--- src/rtl/tmc_pkg.sv ---
// Shared types and constants for the touch trimmed-mean calibration block.
// No dependencies; imported by every module of the block.
package tmc_pkg;

    // Sample and run geometry
    localparam int ADC_BITS       = 12;
    localparam int SUM_BITS       = ADC_BITS + 4;
    localparam int RUN_LEN        = 10;
    localparam int RUN_CNT_BITS   = 4;
    localparam int TRIM_SHIFT     = 3;

    // Calibration arithmetic
    localparam int COEF_BITS      = 32;
    localparam int COEF_FRAC_BITS = 16;
    localparam int PROD_BITS      = COEF_BITS + ADC_BITS + 1;
    localparam int ACC_BITS       = PROD_BITS + 3;
    localparam int QUOT_BITS      = ACC_BITS - COEF_FRAC_BITS;

    // Screen clamp
    localparam int LIMIT_BITS     = 11;
    localparam int SCREEN_BITS    = 10;
    localparam int SCREEN_MAX     = 1024;

    // Configuration port
    localparam int CFG_INDEX_BITS = 3;
    localparam int CFG_DATA_BITS  = 32;
    localparam int WIDTH_RESET    = 240;
    localparam int HEIGHT_RESET   = 320;

    // Queue between front and back
    localparam int MID_DEPTH      = 4;
    localparam int MID_PTR_BITS   = 2;
    localparam int MID_CNT_BITS   = 3;

    // Result queue at the back
    localparam int OUT_DEPTH      = 4;
    localparam int OUT_PTR_BITS   = 2;
    localparam int OUT_CNT_BITS   = 3;
    localparam int OCC_BITS       = 4;

    typedef enum logic [CFG_INDEX_BITS-1:0] {
        REG_GAIN_X_FROM_X = 3'd0,
        REG_GAIN_X_FROM_Y = 3'd1,
        REG_OFFSET_X      = 3'd2,
        REG_GAIN_Y_FROM_X = 3'd3,
        REG_GAIN_Y_FROM_Y = 3'd4,
        REG_OFFSET_Y      = 3'd5,
        REG_SCREEN_WIDTH  = 3'd6,
        REG_SCREEN_HEIGHT = 3'd7
    } cfg_index_t;

    typedef struct packed {
        logic signed [COEF_BITS-1:0] gain_x_from_x;
        logic signed [COEF_BITS-1:0] gain_x_from_y;
        logic signed [COEF_BITS-1:0] offset_x;
        logic signed [COEF_BITS-1:0] gain_y_from_x;
        logic signed [COEF_BITS-1:0] gain_y_from_y;
        logic signed [COEF_BITS-1:0] offset_y;
        logic [LIMIT_BITS-1:0]       screen_width;
        logic [LIMIT_BITS-1:0]       screen_height;
    } cfg_t;

    // Trimmed mean pair handed from front to back
    typedef struct packed {
        logic [ADC_BITS-1:0] raw_x;
        logic [ADC_BITS-1:0] raw_y;
    } mid_item_t;

    // Status of the queue between front and back
    typedef struct packed {
        logic                    empty;
        logic [MID_CNT_BITS-1:0] count;
    } mid_status_t;

    typedef struct packed {
        logic [ADC_BITS-1:0]    raw_x;
        logic [ADC_BITS-1:0]    raw_y;
        logic [SCREEN_BITS-1:0] screen_x;
        logic [SCREEN_BITS-1:0] screen_y;
    } out_item_t;

endpackage

--- src/rtl/tmc_mid_queue.sv ---
// Short queue of trimmed mean pairs between the front and the back.
// Depends on tmc_pkg.
module tmc_mid_queue (
    input  logic                  clk,
    input  logic                  rst_n,
    input  logic                  wr_en,
    input  tmc_pkg::mid_item_t    wr_item,
    input  logic                  rd_en,
    output tmc_pkg::mid_item_t    rd_item,
    output tmc_pkg::mid_status_t  status
);
    import tmc_pkg::*;

    mid_item_t               mem [MID_DEPTH];
    logic [MID_PTR_BITS-1:0] wr_ptr_reg, rd_ptr_reg;
    logic [MID_CNT_BITS-1:0] count_reg;
    logic                    do_rd;

    assign do_rd        = rd_en && (count_reg != '0);
    assign status.empty = (count_reg == '0);
    assign status.count = count_reg;
    assign rd_item      = mem[rd_ptr_reg];

    // Storage
    always_ff @(posedge clk)
    begin
        if (wr_en)
            mem[wr_ptr_reg] <= wr_item;
    end

    // Pointers and fill count
    always_ff @(posedge clk or negedge rst_n)
    begin
        if (!rst_n)
        begin
            wr_ptr_reg <= '0;
            rd_ptr_reg <= '0;
            count_reg  <= '0;
        end
        else
        begin
            if (wr_en)
                wr_ptr_reg <= wr_ptr_reg + 1'b1;
            if (do_rd)
                rd_ptr_reg <= rd_ptr_reg + 1'b1;
            if (wr_en && !do_rd)
                count_reg <= count_reg + 1'b1;
            else if (!wr_en && do_rd)
                count_reg <= count_reg - 1'b1;
        end
    end

    a_no_overflow: assert property (@(posedge clk) disable iff (!rst_n)
        (count_reg == MID_CNT_BITS'(MID_DEPTH)) |-> !wr_en)
        else $error("middle queue written while full");

endmodule

--- config.mk ---
export PLATFORM = sky130hd
export DESIGN_NAME = tmc_mid_queue
export DESIGN_NICKNAME = d
export VERILOG_FILES = /design/src/rtl/tmc_pkg.sv /design/src/rtl/tmc_mid_queue.sv
export SDC_FILE = /design/constraint.sdc
export NUM_CORES = 1
export LEC_CHECK = 0
export ABC_AREA = 1
export BUFFER_PORTS_ARGS = -buffer_cell sky130_fd_sc_hd__buf_4
export CAP_MARGIN = 10
export CORE_UTILIZATION = 50
export DETAILED_ROUTE_END_ITERATION = 10
export GPL_TIMING_DRIVEN = 0
export PLACE_DENSITY_LB_ADDON = 0.2
export SYNTH_ARGS = -nofsm -noshare
export SYNTH_HDL_FRONTEND = slang
export SYNTH_SLANG_ARGS = --single-unit
--- constraint.sdc ---
create_clock -name clk -period 2.81 [get_ports clk]
set_clock_uncertainty 0.05 [all_clocks]
set_input_delay 0.1405 -clock clk [delete_from_list [all_inputs] [get_ports clk]]
set_output_delay 0.1405 -clock clk [all_outputs]
set_load 0.01 [all_outputs]
==> reports/results.tsv <==
metric	value	unit
status	completed	
ys.flop_type	edfxtp_1	
placed_area	4900	µm²
start_util	52.4	%
numCtsBuffers	9	
worstSetupStartpointType	flip-flop	
tns	0	ps
synth.most_common_cell	edfxtp_1	
postCtsSetupBuffers	0	
areaGrowthSynthToFinish	22.9	%
critPathRequiredTime	2620	ps
slew_headroom	31.1	%
root_buffer	clkbuf_8	
maxCapViolCount	0	
finalSetupViolations	0	
hold_class	input pin to async pin	
synth_cell_types	21	
clk_latency	350	ps
grt_use_met2	35.4	%
fmax	516	MHz
wirelength	8220	µm
worst_pin_slew	1030	ps
cts.htree.levels	3	
cellPowerDensity	973	nW/µm²
synthArstFlopShare	6.80	%
die_w	95.3	µm
vias	2648	
fin_util	64.4	%
grt_pass1_wl	13200	µm
io_buffer_count	55	
synth_edf_count	96	
finalCritPeriodShare	69.0	%
grt_util_met3	3.11	%
endpoint_kind	output port	
ys_top_cells_by_area	edfxtp_1 (66%), nand2_1 (7.9%), o211ai_2 (6.6%)	
clkTransAtPathRegs	90	ps
overflow	0	
syn_inst	335	
die_h	95.3	µm
cts_buffer_depth	2	
yosys-top-cells-count	edfxtp_1 (96), nand2_1 (92), inv_1 (49)	
fin_crit	1940	ps
final_nets	461	
routabilityCongestion	0.794	
antenna_found_initial	0	
grt_pass1_vias	2720	
yosysWarnings	0	
peakVddDrop	454	µV
cp_max_fo	10	
synth_area_per_cell	13.0	µm²
arrival	1750	ps
synth_area	4350	µm²
num_antenna_cells	0	
yosysTopAreaCell	edfxtp_1	
die_area	9080	µm²
drc	0	
worstSetupPathType	flip-flop to output port	
io-pin-count	56	
wl_per_cell	15.3	µm
post-route-cell-area	5350	µm²
grt_usage	20.3	%
drt_iter0_markers	104	
met1_usage	25.4	%
core	8300	µm²
synth_top_area_share	66.2	%
final_max_slew_viol_count	0	
cts.sinks	103	
post-dp-hpwl	5070	µm
drt.antenna.violating_nets	0	
final-hold-violation-count	0	
ys_seq_area_share	70.3	%
drt_first_pass_iters	4	
layout-drive-gt1-share	27.1	%
cts_tree	built	
ys_seq_elements	103	
grt_max_degree	25	
vias_per_cell	4.93	
grt_setup_unrepaired	no	
rows	33	
busiest_layer	met2	
syn_nets	369	
largest_register_ffs	96	
total_leakage_power	0.00226	µW
timing.hold.ws	75.8	ps
layer usage:
metal	vias to the layer above	share of wire, %
li1	1322	-
met1	1262	44
met2	54	50
met3	10	4.2
met4	0	1.5
met5	-	0
stage by stage:
stage | setup WS, ps | std cells | total power [µW]
2_1_floorplan | 1070 | 335 | 3470
3_3_place_gp | 874 | 495 | 4300
3_5_place_dp | 877 | 495 | 4350
4_1_cts | 814 | 537 | 5270
5_1_grt | 707 | 537 | 5550
6_report | 872 | 537 | 5200
final timing paths:
check,from,end,slack (ps),cells past startpoint
max in group asynchronous,rst_n,rd_ptr_reg[0],2510,2
min reg2reg,count_reg[2],count_reg[2],470,2
min in group clk,wr_en,count_reg[0],110,3
min,rst_n,wr_ptr_reg[0],80,2
max reg2reg,wr_ptr_reg[0],mem[0][3],910,4
max,rd_ptr_reg[0],rd_item[2],870,5
final cells by class:
type                            instances  area, µm²
Clock inverter                          5       58.8
Fill cell                             668       2950
Sequential cell                       103       3060
Tap cell                              105        131
Inverter                               62        235
Buffer                                 16        108
Timing Repair Buffer                   81        673
Clock buffer                           11        131
Multi-Input combinational cell        154        951
worst max-delay path, cell delays in order, from the launching register on:
cell	delay, ps
dfrtp_1	420
inv_2	120
clkbuf_1	450
o211ai_1	170
nand2_1	110
buf_4	120
cell usage in the layout, fill, tap and decap left out:
| cell | count |
|---|---|
| buf_6 | 4 |
| nand4_1 | 1 |
| clkbuf_1 | 4 |
| nor2_1 | 1 |
| dfrtp_1 | 7 |
| o21ai_1 | 1 |
| o211ai_1 | 25 |
| o211ai_2 | 23 |
| bufinv_16 | 1 |
| dlygate4sd3_1 | 26 |
| clkinv_1 | 2 |
| edfxtp_1 | 96 |
| xor2_1 | 1 |
| xnor2_1 | 1 |
| clkbuf_8 | 9 |
| nand2_1 | 92 |
| clkinv_4 | 2 |
| inv_1 | 49 |
| clkinvlp_4 | 1 |
| buf_2 | 8 |
| ha_1 | 5 |
| inv_4 | 1 |
| fa_1 | 1 |
| inv_2 | 11 |
| buf_4 | 57 |
| nand3_1 | 3 |
where the power goes:
group	internal, µW	switching (µW)
logic	883	1280
registers	2020	111
clock network	413	492
what timing repair did:
item	CTS	global route
gates resized for setup	0	0
hold buffers	26	0
endpoints found under the hold margin	104	0
cell families after synthesis:
kind of cell	after synthesis	share of synthesized area, %
flops	103	70.3
simple gates	97	8.51
buf+inv	78	7.88
compound gates	49	11.0
fa+ha+maj	6	1.90
xor+xnor	2	0.403
No activity file was read; power rests on OpenSTA's default activity.
