--- src/rtl/tmc_pkg.sv ---
// Shared types and constants for the touch trimmed-mean calibration block.
// No dependencies; imported by every module of the block.
package tmc_pkg;

    // Sample and run geometry
    localparam int ADC_BITS       = 12;
    localparam int SUM_BITS       = ADC_BITS + 4;
    localparam int RUN_LEN        = 10;
    localparam int RUN_CNT_BITS   = 4;
    localparam int TRIM_SHIFT     = 3;

    // Calibration arithmetic
    localparam int COEF_BITS      = 32;
    localparam int COEF_FRAC_BITS = 16;
    localparam int PROD_BITS      = COEF_BITS + ADC_BITS + 1;
    localparam int ACC_BITS       = PROD_BITS + 3;
    localparam int QUOT_BITS      = ACC_BITS - COEF_FRAC_BITS;

    // Screen clamp
    localparam int LIMIT_BITS     = 11;
    localparam int SCREEN_BITS    = 10;
    localparam int SCREEN_MAX     = 1024;

    // Configuration port
    localparam int CFG_INDEX_BITS = 3;
    localparam int CFG_DATA_BITS  = 32;
    localparam int WIDTH_RESET    = 240;
    localparam int HEIGHT_RESET   = 320;

    // Queue between front and back
    localparam int MID_DEPTH      = 4;
    localparam int MID_PTR_BITS   = 2;
    localparam int MID_CNT_BITS   = 3;

    // Result queue at the back
    localparam int OUT_DEPTH      = 4;
    localparam int OUT_PTR_BITS   = 2;
    localparam int OUT_CNT_BITS   = 3;
    localparam int OCC_BITS       = 4;

    typedef enum logic [CFG_INDEX_BITS-1:0] {
        REG_GAIN_X_FROM_X = 3'd0,
        REG_GAIN_X_FROM_Y = 3'd1,
        REG_OFFSET_X      = 3'd2,
        REG_GAIN_Y_FROM_X = 3'd3,
        REG_GAIN_Y_FROM_Y = 3'd4,
        REG_OFFSET_Y      = 3'd5,
        REG_SCREEN_WIDTH  = 3'd6,
        REG_SCREEN_HEIGHT = 3'd7
    } cfg_index_t;

    typedef struct packed {
        logic signed [COEF_BITS-1:0] gain_x_from_x;
        logic signed [COEF_BITS-1:0] gain_x_from_y;
        logic signed [COEF_BITS-1:0] offset_x;
        logic signed [COEF_BITS-1:0] gain_y_from_x;
        logic signed [COEF_BITS-1:0] gain_y_from_y;
        logic signed [COEF_BITS-1:0] offset_y;
        logic [LIMIT_BITS-1:0]       screen_width;
        logic [LIMIT_BITS-1:0]       screen_height;
    } cfg_t;

    // Trimmed mean pair handed from front to back
    typedef struct packed {
        logic [ADC_BITS-1:0] raw_x;
        logic [ADC_BITS-1:0] raw_y;
    } mid_item_t;

    // Status of the queue between front and back
    typedef struct packed {
        logic                    empty;
        logic [MID_CNT_BITS-1:0] count;
    } mid_status_t;

    typedef struct packed {
        logic [ADC_BITS-1:0]    raw_x;
        logic [ADC_BITS-1:0]    raw_y;
        logic [SCREEN_BITS-1:0] screen_x;
        logic [SCREEN_BITS-1:0] screen_y;
    } out_item_t;

endpackage

--- src/rtl/tmc_front.sv ---
// Front end: takes sample requests, keeps the per-run sum/min/max and
// emits the trimmed mean pair into the middle queue. Depends on tmc_pkg.
module tmc_front (
    input  logic                    clk,
    input  logic                    rst_n,
    input  logic                    push,
    input  logic [11:0]             sample_x,
    input  logic [11:0]             sample_y,
    input  logic                    pen_down,
    input  tmc_pkg::mid_status_t    mid_status,
    output logic                    full,
    output logic                    mid_push,
    output tmc_pkg::mid_item_t      mid_item
);
    import tmc_pkg::*;

    logic [RUN_CNT_BITS-1:0] run_count_reg, run_count_next;
    logic                    done_reg, done_next;
    logic [SUM_BITS-1:0]     sum_x_reg, sum_x_next, sum_y_reg, sum_y_next;
    logic [ADC_BITS-1:0]     min_x_reg, min_x_next, max_x_reg, max_x_next;
    logic [ADC_BITS-1:0]     min_y_reg, min_y_next, max_y_reg, max_y_next;
    logic [ADC_BITS-1:0]     sx, sy;
    logic                    accept;
    logic [MID_CNT_BITS:0]   mid_fill;

    // (sum - min - max) >> 3; never wraps since sum has room for sixteen full-scale samples
    function automatic logic [ADC_BITS-1:0] trim_mean(
        input logic [SUM_BITS-1:0] sum,
        input logic [ADC_BITS-1:0] lo,
        input logic [ADC_BITS-1:0] hi
    );
        logic [SUM_BITS-1:0] diff;
        diff = sum - SUM_BITS'(lo) - SUM_BITS'(hi);
        return diff[ADC_BITS+TRIM_SHIFT-1:TRIM_SHIFT];
    endfunction

    // Hold off while the queue has no room for a pending pair
    assign mid_fill = (MID_CNT_BITS+1)'(mid_status.count) + (MID_CNT_BITS+1)'(done_reg);
    assign full     = (mid_fill >= (MID_CNT_BITS+1)'(MID_DEPTH));
    assign accept   = push && !full;

    assign sx = sample_x[ADC_BITS-1:0];
    assign sy = sample_y[ADC_BITS-1:0];

    // Run accumulation
    always_comb
    begin
        run_count_next = run_count_reg;
        done_next      = 1'b0;
        sum_x_next     = sum_x_reg;
        sum_y_next     = sum_y_reg;
        min_x_next     = min_x_reg;
        max_x_next     = max_x_reg;
        min_y_next     = min_y_reg;
        max_y_next     = max_y_reg;
        if (accept)
        begin
            if (!pen_down)
            begin
                run_count_next = '0;
            end
            else
            begin
                if (run_count_reg == '0)
                begin
                    sum_x_next = SUM_BITS'(sx);
                    sum_y_next = SUM_BITS'(sy);
                    min_x_next = sx;
                    max_x_next = sx;
                    min_y_next = sy;
                    max_y_next = sy;
                end
                else
                begin
                    sum_x_next = sum_x_reg + SUM_BITS'(sx);
                    sum_y_next = sum_y_reg + SUM_BITS'(sy);
                    if (sx < min_x_reg) min_x_next = sx;
                    if (sx > max_x_reg) max_x_next = sx;
                    if (sy < min_y_reg) min_y_next = sy;
                    if (sy > max_y_reg) max_y_next = sy;
                end
                if (run_count_reg == RUN_CNT_BITS'(RUN_LEN - 1))
                begin
                    run_count_next = '0;
                    done_next      = 1'b1;
                end
                else
                begin
                    run_count_next = run_count_reg + 1'b1;
                end
            end
        end
    end

    always_ff @(posedge clk or negedge rst_n)
    begin
        if (!rst_n)
        begin
            run_count_reg <= '0;
            done_reg      <= 1'b0;
        end
        else
        begin
            run_count_reg <= run_count_next;
            done_reg      <= done_next;
        end
    end

    always_ff @(posedge clk)
    begin
        sum_x_reg <= sum_x_next;
        sum_y_reg <= sum_y_next;
        min_x_reg <= min_x_next;
        max_x_reg <= max_x_next;
        min_y_reg <= min_y_next;
        max_y_reg <= max_y_next;
    end

    // Finished run: registers hold the final totals while done_reg is high
    assign mid_push       = done_reg;
    assign mid_item.raw_x = trim_mean(sum_x_reg, min_x_reg, max_x_reg);
    assign mid_item.raw_y = trim_mean(sum_y_reg, min_y_reg, max_y_reg);

    a_run_count_range: assert property (@(posedge clk) disable iff (!rst_n)
        run_count_reg < RUN_CNT_BITS'(RUN_LEN))
        else $error("run count out of range");

    a_push_after_pen: assert property (@(posedge clk) disable iff (!rst_n)
        mid_push |-> $past(accept && pen_down))
        else $error("trimmed pair without a pen-down request");

endmodule

--- config.mk ---
export PLATFORM = sky130hd
export DESIGN_NAME = tmc_front
export DESIGN_NICKNAME = d
export VERILOG_FILES = /design/src/rtl/tmc_pkg.sv /design/src/rtl/tmc_front.sv
export SDC_FILE = /design/constraint.sdc
export NUM_CORES = 1
export LEC_CHECK = 0
export BUFFER_PORTS_ARGS = -buffer_cell sky130_fd_sc_hd__buf_2
export CORE_UTILIZATION = 30
export CTS_CLUSTER_SIZE = 12
export DETAILED_ROUTE_END_ITERATION = 7
export PLACE_DENSITY = 0.58
export SYNTH_ARGS = -nofsm -noshare
export SYNTH_HDL_FRONTEND = slang
export SYNTH_SLANG_ARGS = --single-unit
export TNS_END_PERCENT = 50
--- constraint.sdc ---
create_clock -name clk -period 3.2 [get_ports clk]
set_clock_uncertainty 0.05 [all_clocks]
set_input_delay 0.96 -clock clk [delete_from_list [all_inputs] [get_ports clk]]
set_output_delay 0.96 -clock clk [all_outputs]
set_load 0.03 [all_outputs]
==> flow_summary.ini <==
[global_routing]
largest_net_degree_at_the_start_of_global_routing = 33
grt_antenna_before_repair = 0
globalRouteTotalUtil_pct = 14.96
first_global_vias = 5267
grt_pass1_wl_mm = 26.23
overflow = 0

[yosys]
synth.yosys.seq_area_share_pct = 36.92
synthesis.area_um2 = 6684
asr_flop_ratio_synth_pct = 6.024
synth-seq-cells = 83
yosys_warnings = 0
synth_compound_gate_area_share_pct = 17.33
yosys.area_share.adder_pct = 25.72
synth.cells.most_frequent = ha_1 (99), edfxtp_1 (78), inv_1 (66)
post-synth-top-count-cell = ha_1
yosys-top-cells-area = edfxtp_1 (35%), ha_1 (19%), fa_1 (7.2%)
dominantRegCellSynth = edfxtp_1
synthXorXnorAreaFrac_pct = 5.373
post_synth.cell_area_avg_um2 = 10.82
synthCells = 618
synth_simple_gate_area_share_pct = 9.659
synth_top_family_by_area = adder cells
synth_cell_types = 60
muxShareOfSynthArea_pct = 0.8237
synthesis.nets = 773
synthDominantAreaCellType = edfxtp_1
synth_largest_type_area_fraction_pct = 35.04
number_of_enable_type_register_cells_in_the_synthesized_netlist = 78

[route]
starting_drt_drc_count = 196
antenna_violating_nets_post_route = 0
viasPerCell = 4.711
routed_wl_mm = 16.12
dr_total_vias = 5243
detailedRoute.firstPassIterationCount = 4
remaining_drc_errors = 0
post_drt_wl_per_cell_um = 14.48

[layout]
multi_input_comb_area_um2 = 4427
layout-drive-gt1-share_pct = 37.82
finish.utilization_pct = 42.91
finish.cell_count_without_fillers = 1113
fillCellCount = 2081
layout.nets = 983
seq_area_um2 = 2467
antenna_cells_inserted = 0
area.growth.synth_to_final_pct = 40.10
finish.instance_area_um2 = 9364

[cts]
clk_latency_ns = 0.35
clock_path_buffers = 2
cts_root_buffer = clkbuf_16
h-tree-depth = 3
clk_pin_slew_worst_paths_ns = 0.06
cts_buf_count = 9
cts_sinks = 83
clock_tree_from_tritoncts = yes

[setup_path]
kind_of_end_point_of_the_critical_path = primary output
timing.critical_path.cells = fa_1, ha_4, or3_4, a211oi_4, buf_6, o41ai_4, buf_4, a21oi_4, o21bai_4, xor2_4, buf_6
timing.critical_path.from_type = flop
critical_path_peak_fanout = 4
worst_path_largest_cell_delay_ns = 0.49
critPathBufInv = 3
setup.worst_path.class = flop to primary output
critPathArrivalTime_ns = 2.99
crit_top_cell = buf_6
critical-path-top-delay-family = adder cells
crit_slowest_cell = fa_1
cp_data_required_time_ns = 2.19

[sta]
period_share_pct = 124.9
max_slew_margin_pct = 65.05
grt_setup_unrepaired = yes
final_period_minus_worst_setup_slack_ns = 3.998
totalNegativeSetupSlack_ns = -11.95
setup_viol = 22
timing_worst_slew_pin_value_ns = 0.5110
setup_slack_ns = -0.7980
clock.fmax_mhz = 250.1
finalHoldViolations = 0
drv_slew = 0

[place]
placed_cell_area_um2 = 8511
dpl.hpwl_mm = 12.48
place_congestion = 0.8071
dp_cells = 1078
io_buffer_count = 56

[pwr]
power.density_nw_per_um2 = 454.9
max-vdd-ir-drop_v = 0.0002670
post-layout-total-power_mw = 4.260
static-leakage-power_nw = 4.130

[floorplanning]
core_area_um2 = 21820
design.die.area_um2 = 22880
io_pins = 58
fp.dieW_um = 151.3
die_h_um = 151.3
initial_utilization_pct = 30.63
site_rows = 54

[worst_hold_path]
min-delay-path-class = primary input to asynchronous set/reset pin

[status]
status = finished, violations left
failed_checks = negative setup slack

[run]
timing.max_cap.violations = 0
[worst reg2reg max path: cells and delay by family (launching register included)]
family          cells  cell delay, ns
compound gates      5            0.99
fa+ha+maj           2            0.61
buf+inv             2            0.33
flops               1            0.43
simple gates        1            0.06
[layout by cell type (no fill, tap or decap), types with 6 or more instances in the layout]
cell type,count
buf_4,154
ha_1,84
edfxtp_1,78
inv_1,49
o21ai_0,40
nand2_1,33
buf_2,32
a21oi_1,28
a21o_1,23
fa_1,20
buf_6,20
xor2_1,18
inv_2,17
nor2_1,17
nand3_1,16
ha_4,14
xnor2_1,11
nand4_1,11
nor2b_1,10
clkbuf_16,9
a31oi_1,7
nor2_2,6
xnor2_2,6
o21a_1,6
[layer usage]
metal | up-vias | global-route usage, % | part of all wire (%)
met5 | - | 0 | 0
met4 | 0 | 3.900 | 1.1
met3 | 13 | 2.199 | 2.4
met2 | 60 | 24.98 | 48
met1 | 2492 | 20.10 | 49
li1 | 2678 | - | -
[what timing repair did]
item,in CTS,in global routing
setup buffers,9,12
pin swaps,25,27
cloned,0,0
endpoints found under the setup margin,24,24
resized for setup,72,33
hold buffers,0,0
[power by group]
part	internal, mW	switching, mW	leakage [nW]
Combinational	0.878	0.953	3.20
Clock	0.682	0.435	0.150
Sequential	1.28	0.0357	0.785
[final timing paths]
kind	startpoint	to	slack (ns)	cells past startpoint
worst max-delay path	sum_x_reg[6]	mid_item[21]	-0.80	11
worst min-delay path	rst_n	mid_push	0.37	1
worst max register to register	sum_x_reg[0]	sum_x_reg[14]	0.49	10
worst min register to register	run_count_reg[1]	run_count_reg[1]	0.50	2
max in group asynchronous	rst_n	run_count_reg[0]	2.59	1
min in group clk	run_count_reg[1]	run_count_reg[1]	0.50	2
[per-stage QoR]
step	hold WS (ns)	setup WS, ns
2_1_floorplan	0.4376	-0.3013
4_1_cts	0.3635	-0.8791
3_3_place_gp	0.4768	-0.5541
3_5_place_dp	0.4867	-0.5479
5_1_grt	0.3688	-0.9201
6_report	0.3703	-0.7980
[cell type report]
cell class                 count  share of cell area [%]
tap                          280                   3.741
clock buffer                  11                   2.485
sequential                    83                   26.35
timing repair buffer         207                   16.68
inverter                      66                   2.646
clock inverter                 5                  0.8284
multi-input combinational    461                   47.27
[cells by family after synthesis]
kind of cell | count (synthesis)
flops | 83
compound gates | 166
fa+ha+maj | 123
xor+xnor | 41
buf+inv | 74
mux | 5
simple gates | 126
Note: power is estimated with default switching activity, not from simulation.
