**src/rtl/tmc_pkg.sv**
```systemverilog
// Shared types and constants for the touch trimmed-mean calibration block.
// No dependencies; imported by every module of the block.
package tmc_pkg;

    // Sample and run geometry
    localparam int ADC_BITS       = 12;
    localparam int SUM_BITS       = ADC_BITS + 4;
    localparam int RUN_LEN        = 10;
    localparam int RUN_CNT_BITS   = 4;
    localparam int TRIM_SHIFT     = 3;

    // Calibration arithmetic
    localparam int COEF_BITS      = 32;
    localparam int COEF_FRAC_BITS = 16;
    localparam int PROD_BITS      = COEF_BITS + ADC_BITS + 1;
    localparam int ACC_BITS       = PROD_BITS + 3;
    localparam int QUOT_BITS      = ACC_BITS - COEF_FRAC_BITS;

    // Screen clamp
    localparam int LIMIT_BITS     = 11;
    localparam int SCREEN_BITS    = 10;
    localparam int SCREEN_MAX     = 1024;

    // Configuration port
    localparam int CFG_INDEX_BITS = 3;
    localparam int CFG_DATA_BITS  = 32;
    localparam int WIDTH_RESET    = 240;
    localparam int HEIGHT_RESET   = 320;

    // Queue between front and back
    localparam int MID_DEPTH      = 4;
    localparam int MID_PTR_BITS   = 2;
    localparam int MID_CNT_BITS   = 3;

    // Result queue at the back
    localparam int OUT_DEPTH      = 4;
    localparam int OUT_PTR_BITS   = 2;
    localparam int OUT_CNT_BITS   = 3;
    localparam int OCC_BITS       = 4;

    typedef enum logic [CFG_INDEX_BITS-1:0] {
        REG_GAIN_X_FROM_X = 3'd0,
        REG_GAIN_X_FROM_Y = 3'd1,
        REG_OFFSET_X      = 3'd2,
        REG_GAIN_Y_FROM_X = 3'd3,
        REG_GAIN_Y_FROM_Y = 3'd4,
        REG_OFFSET_Y      = 3'd5,
        REG_SCREEN_WIDTH  = 3'd6,
        REG_SCREEN_HEIGHT = 3'd7
    } cfg_index_t;

    typedef struct packed {
        logic signed [COEF_BITS-1:0] gain_x_from_x;
        logic signed [COEF_BITS-1:0] gain_x_from_y;
        logic signed [COEF_BITS-1:0] offset_x;
        logic signed [COEF_BITS-1:0] gain_y_from_x;
        logic signed [COEF_BITS-1:0] gain_y_from_y;
        logic signed [COEF_BITS-1:0] offset_y;
        logic [LIMIT_BITS-1:0]       screen_width;
        logic [LIMIT_BITS-1:0]       screen_height;
    } cfg_t;

    // Trimmed mean pair handed from front to back
    typedef struct packed {
        logic [ADC_BITS-1:0] raw_x;
        logic [ADC_BITS-1:0] raw_y;
    } mid_item_t;

    // Status of the queue between front and back
    typedef struct packed {
        logic                    empty;
        logic [MID_CNT_BITS-1:0] count;
    } mid_status_t;

    typedef struct packed {
        logic [ADC_BITS-1:0]    raw_x;
        logic [ADC_BITS-1:0]    raw_y;
        logic [SCREEN_BITS-1:0] screen_x;
        logic [SCREEN_BITS-1:0] screen_y;
    } out_item_t;

endpackage

```
**src/rtl/tmc_back.sv**
```systemverilog
// Back end: affine calibration pipeline (multiply, sum, clamp) and the
// result queue seen on the output side. Depends on tmc_pkg.
module tmc_back (
    input  logic                   clk,
    input  logic                   rst_n,
    input  tmc_pkg::cfg_t          cfg,
    input  tmc_pkg::mid_status_t   mid_status,
    input  tmc_pkg::mid_item_t     mid_item,
    output logic                   mid_pop,
    input  logic                   pop,
    output logic                   empty,
    output tmc_pkg::out_item_t     result
);
    import tmc_pkg::*;

    logic                        s1_valid_reg, s2_valid_reg;
    mid_item_t                   s1_raw_reg, s2_raw_reg;
    logic signed [PROD_BITS-1:0] p_xx_reg, p_xy_reg, p_yx_reg, p_yy_reg;
    logic signed [ACC_BITS-1:0]  acc_x_reg, acc_y_reg;
    logic signed [ACC_BITS-1:0]  acc_x_next, acc_y_next;
    logic signed [ADC_BITS:0]    rx_s, ry_s;

    out_item_t                   out_mem [OUT_DEPTH];
    out_item_t                   wr_item;
    logic [OUT_PTR_BITS-1:0]     out_wr_ptr_reg, out_rd_ptr_reg;
    logic [OUT_CNT_BITS-1:0]     out_count_reg;
    logic [OCC_BITS-1:0]         occupancy;
    logic                        do_rd;

    // Negative sums clamp to zero, so floor and truncation agree here
    function automatic logic [SCREEN_BITS-1:0] clamp_axis(
        input logic signed [ACC_BITS-1:0] acc,
        input logic [LIMIT_BITS-1:0]      limit
    );
        logic [LIMIT_BITS-1:0] lim;
        logic [LIMIT_BITS-1:0] lim_m1;
        logic [QUOT_BITS-1:0]  q;
        if (limit == '0)
            lim = LIMIT_BITS'(1);
        else if (limit > LIMIT_BITS'(SCREEN_MAX))
            lim = LIMIT_BITS'(SCREEN_MAX);
        else
            lim = limit;
        lim_m1 = lim - 1'b1;
        q      = acc[ACC_BITS-1:COEF_FRAC_BITS];
        if (acc[ACC_BITS-1])
            return '0;
        else if (q >= QUOT_BITS'(lim))
            return lim_m1[SCREEN_BITS-1:0];
        else
            return q[SCREEN_BITS-1:0];
    endfunction

    // Take a pair only if the result queue can absorb everything in flight
    assign occupancy = OCC_BITS'(out_count_reg) + OCC_BITS'(s1_valid_reg)
                     + OCC_BITS'(s2_valid_reg);
    assign mid_pop   = !mid_status.empty && (occupancy < OCC_BITS'(OUT_DEPTH));

    assign rx_s = $signed({1'b0, mid_item.raw_x});
    assign ry_s = $signed({1'b0, mid_item.raw_y});

    // Stage 1: four coefficient products
    always_ff @(posedge clk)
    begin
        s1_raw_reg <= mid_item;
        p_xx_reg   <= PROD_BITS'(cfg.gain_x_from_x) * PROD_BITS'(rx_s);
        p_xy_reg   <= PROD_BITS'(cfg.gain_x_from_y) * PROD_BITS'(ry_s);
        p_yx_reg   <= PROD_BITS'(cfg.gain_y_from_x) * PROD_BITS'(rx_s);
        p_yy_reg   <= PROD_BITS'(cfg.gain_y_from_y) * PROD_BITS'(ry_s);
    end

    // Stage 2: affine sums
    assign acc_x_next = ACC_BITS'(p_xx_reg) + ACC_BITS'(p_xy_reg) + ACC_BITS'(cfg.offset_x);
    assign acc_y_next = ACC_BITS'(p_yx_reg) + ACC_BITS'(p_yy_reg) + ACC_BITS'(cfg.offset_y);

    always_ff @(posedge clk)
    begin
        s2_raw_reg <= s1_raw_reg;
        acc_x_reg  <= acc_x_next;
        acc_y_reg  <= acc_y_next;
    end

    always_ff @(posedge clk or negedge rst_n)
    begin
        if (!rst_n)
        begin
            s1_valid_reg <= 1'b0;
            s2_valid_reg <= 1'b0;
        end
        else
        begin
            s1_valid_reg <= mid_pop;
            s2_valid_reg <= s1_valid_reg;
        end
    end

    // Clamp and write into the result queue
    assign wr_item.raw_x    = s2_raw_reg.raw_x;
    assign wr_item.raw_y    = s2_raw_reg.raw_y;
    assign wr_item.screen_x = clamp_axis(acc_x_reg, cfg.screen_width);
    assign wr_item.screen_y = clamp_axis(acc_y_reg, cfg.screen_height);

    always_ff @(posedge clk)
    begin
        if (s2_valid_reg)
            out_mem[out_wr_ptr_reg] <= wr_item;
    end

    assign do_rd  = pop && (out_count_reg != '0);
    assign empty  = (out_count_reg == '0);
    assign result = out_mem[out_rd_ptr_reg];

    always_ff @(posedge clk or negedge rst_n)
    begin
        if (!rst_n)
        begin
            out_wr_ptr_reg <= '0;
            out_rd_ptr_reg <= '0;
            out_count_reg  <= '0;
        end
        else
        begin
            if (s2_valid_reg)
                out_wr_ptr_reg <= out_wr_ptr_reg + 1'b1;
            if (do_rd)
                out_rd_ptr_reg <= out_rd_ptr_reg + 1'b1;
            if (s2_valid_reg && !do_rd)
                out_count_reg <= out_count_reg + 1'b1;
            else if (!s2_valid_reg && do_rd)
                out_count_reg <= out_count_reg - 1'b1;
        end
    end

    a_occupancy_bound: assert property (@(posedge clk) disable iff (!rst_n)
        occupancy <= OCC_BITS'(OUT_DEPTH))
        else $error("result queue overcommitted");

    a_stage_follow: assert property (@(posedge clk) disable iff (!rst_n)
        s2_valid_reg |-> $past(s1_valid_reg))
        else $error("stage 2 valid without stage 1");

endmodule

```
**config.mk**
```make
export PLATFORM = sky130hd
export DESIGN_NAME = tmc_back
export DESIGN_NICKNAME = d
export VERILOG_FILES = /design/src/rtl/tmc_pkg.sv /design/src/rtl/tmc_back.sv
export SDC_FILE = /design/constraint.sdc
export NUM_CORES = 2
export LEC_CHECK = 0
export ABC_AREA = 0
export BUFFER_PORTS_ARGS = -buffer_cell sky130_fd_sc_hd__buf_2
export CORE_ASPECT_RATIO = 0.5
export CORE_MARGIN = 8
export CORE_UTILIZATION = 45
export CTS_BUF_LIST = sky130_fd_sc_hd__clkbuf_4 sky130_fd_sc_hd__clkbuf_8
export DETAILED_ROUTE_END_ITERATION = 8
export GPL_ROUTABILITY_DRIVEN = 0
export GPL_TIMING_DRIVEN = 0
export HOLD_SLACK_MARGIN = 0.06
export PLACE_DENSITY = 0.64
export SYNTH_ARGS = -nofsm -noshare
export SYNTH_HDL_FRONTEND = slang
export SYNTH_SLANG_ARGS = --single-unit
```
**constraint.sdc**
```tcl
create_clock -name clk -period 3.7 [get_ports clk]
set_input_delay 0.37 -clock clk [delete_from_list [all_inputs] [get_ports clk]]
set_output_delay 0.37 -clock clk [all_outputs]
set_load 0.005 [all_outputs]
```
==> flow_metrics.py <==
metrics = {
    "outcome": {
        "outcome": "complete, but fails checks",
        "violations": "negative setup slack",
    },
    "floorplanning": {
        "start_util_pct": 45.1,
        "die_w_microns": 582,
        "die_h_microns": 299,
        "core_area_sq_um": 160000,
        "rows": 104,
        "pin_count": 291,
        "dieArea_sq_um": 174000,
    },
    "global_route": {
        "antenna_found_initial": 55,
        "met1_usage_pct": 36.0,
        "grt_pass1_wl_microns": 338000,
        "grt_pass1_vias": 56012,
        "grt_max_degree": 32,
        "grtUsageTotal_pct": 25.7,
        "use_met3_pct": 7.95,
        "met2_usage_pct": 37.9,
        "grt-ovfl-total": 0,
        "busiest_layer": "met2",
    },
    "clock_tree": {
        "htree_levels": 3,
        "clockRootBuffer": "clkbuf_8",
        "clk_pin_slew_ns": 0.07,
        "cts_buffers": 75,
        "cts_tree": "built",
        "clock_sinks": 475,
        "clockBufferDepth": 3,
        "clock_latency_ns": 0.77,
    },
    "sta": {
        "setup_tns_ns": -181.55,
        "grt_setup_unrepaired": "yes",
        "setup-violations-final": 225,
        "worst_pin_slew_ns": 1.10,
        "slew_viol_final": 0,
        "relSlewSlack_pct": 26.7,
        "final_hold_viol_count": 0,
        "fin_crit_sh_pct": 155,
        "worst_slack_ns": -2.03,
        "worst_clock_skew_ns": 0.0783,
        "clock.fmax_ghz": 0.174,
        "finalCriticalPeriod_ns": 5.73,
    },
    "final_layout": {
        "fin_area_sq_um": 87700,
        "seqCellArea_sq_um": 11300,
        "stdcell_count": 10547,
        "nFillCells": 14164,
        "largest_reg_flops": 176,
        "multi_input_area_sq_um": 56300,
        "largest_register": "out_mem",
        "drive_above_1_share_pct": 20.4,
        "nets": 10545,
        "synthToLayoutAreaGrowth_pct": 21.6,
    },
    "worst_setup_path": {
        "endpoint_kind": "flip-flop",
        "timing.rr.start": "p_yx_reg[9]",
        "critPathKind": "primary input to flip-flop",
        "r2r_slack_ns": -0.36,
        "slowest_stage": "fa_1",
        "path_max_fanout": 5,
        "crit_top_cell": "fa_1",
        "cp-start-kind": "primary input",
        "slowest_delay_ns": 0.52,
        "ff2ff_path_depth": 11,
        "cp.required_ns": 4.28,
        "cp.arrival_ns": 6.31,
        "r2r_end": "acc_y_reg[44]",
    },
    "logic_synthesis": {
        "synthCells": 7591,
        "ys_types": 79,
        "synth_flop_cell": "dfxtp_1",
        "synth-async-reset-ratio_pct": 1.89,
        "synth.avg_cell_area_sq_um": 9.51,
        "synth-seq-cells": 475,
        "yosysWarnings": 0,
        "seq_area_frac_synth_pct": 15.7,
        "syn_area_sq_um": 72200,
        "synth_fp_nets": 9793,
        "synth_edf_count": 176,
    },
    "min_path": {
        "holdPathStages": 3,
        "min_to": "p_yx_reg[1]",
        "hold_path_class": "primary input to flip-flop",
        "min-delay-start": "mid_item[13]",
    },
    "place": {
        "post_dp_cell_area_sq_um": 78600,
        "pre_cts_slack_ns": -3.86,
        "port_buffers": 287,
        "dp_hpwl_microns": 183000,
        "place_inst": 10002,
    },
    "drt": {
        "via_count": 55094,
        "drc": 0,
        "finalWirelength_microns": 228000,
        "drt-initial-drc-count": 4750,
        "routed_via_density": 5.22,
        "firstDrtPassIters": 6,
        "ant_nets": 0,
        "wl_per_cell_microns": 21.6,
    },
    "job": {
        "cap_violations": 0,
    },
}
-- worst max-delay path: cells and delay by family --
| kind | cells | cell delay (ns) |
|---|---|---|
| AO/OA/AOI/OAI | 8 | 1.94 |
| AND/OR/NAND/NOR | 1 | 0.13 |
| XOR/XNOR | 1 | 0.08 |
| buffers and inverters | 9 | 1.01 |
| adder cells (fa/ha/maj) | 6 | 2.73 |
-- per-layer routing --
metal / vias to the layer above / wire length [microns]
met1: 27915 / 94900
met3: 435 / 27200
met2: 2377 / 96900
met5: - / 99
met4: 16 / 8440
li1: 24351 / -
-- cells in the mapped netlist (all sizes together) (13+ instances only) --
cell type  instances  share of area (%)
inv             1804                9.4
fa              1441                 40
nand2            980                5.1
and2             701                6.1
ha               516                8.9
clkbuf           327                1.7
dfxtp            290                8.0
a21oi            212                1.5
edfxtp           176                7.3
xnor2            159                1.9
nor2             139               0.72
o21ai            121               0.84
a21o             113                1.2
xor2              73               0.89
nand3             52               0.36
mux4              44                1.4
nor3              42               0.29
o21a              30               0.31
a211oi            28               0.32
nand2b            28               0.24
nor2b             28               0.24
o21bai            28               0.29
nand4             25               0.22
and3              20               0.17
o211ai            20               0.21
a31oi             18               0.16
nor4              13               0.11
-- what timing repair did --
item / 4_1_cts / 5_1_grt
hold buffers: 32 / 0
gates cloned: 11 / 7
pin swaps: 264 / 349
gates resized for setup: 622 / 455
hold endpoints to repair: 40 / 0
setup endpoints to repair: 267 / 290
setup buffers: 218 / 155
-- cells by family after synthesis --
family | after synthesis | synth area share (%)
compound gates | 674 | 6.08
xor+xnor | 232 | 2.82
fa+ha+maj | 1957 | 48.9
buf+inv | 2137 | 11.1
flops | 475 | 15.7
mux | 46 | 1.40
simple gates | 2070 | 14.0
-- stage by stage --
stage	utilization (%)	hold WS [ns]
2_1_floorplan	-	0.0744
3_3_place_gp	49.1	0.230
3_5_place_dp	49.1	0.234
4_1_cts	53.3	0.114
5_1_grt	54.8	0.0548
6_report	54.8	0.103
-- worst max path at each step --
| stage | from | endpoint |
|---|---|---|
| 6_report | mid_item[1] | p_yy_reg[37] |
| 2_1_floorplan | mid_item[3] | p_xy_reg[43] |
| 3_3_place_gp | mid_item[10] | p_xy_reg[43] |
| 5_1_grt | mid_item[1] | p_xy_reg[43] |
| 3_5_place_dp | mid_item[22] | p_xx_reg[44] |
| 4_1_cts | mid_item[2] | p_xy_reg[43] |
-- cells in the final DEF (no fill, tap or decap), drive strengths merged, types with 52 or more instances in the layout --
cell type	Yosys	final
nand2	980	980
ha	516	516
edfxtp	176	176
dfxtp	290	290
clkbuf	327	378
o21ai	121	121
a21oi	212	212
fa	1441	1441
nand3	52	52
xor2	73	73
inv	1804	1809
buf	6	704
and2	701	701
a21o	113	113
nor2	139	139
xnor2	159	159
-- area by class of cell --
class	instances	share of cell area, %
clock inverters	27	0.255
inverters	1804	7.72
clock buffers	106	1.56
flip-flops and latches	475	12.9
diodes	28	0.0799
repair buffers	699	6.41
well taps	2120	3.02
plain buffers	309	3.87
multi-input cells	4979	64.2
Power is not shown: default switching activity piles up to over one toggle a cycle in this logic, so the estimate is an artifact.
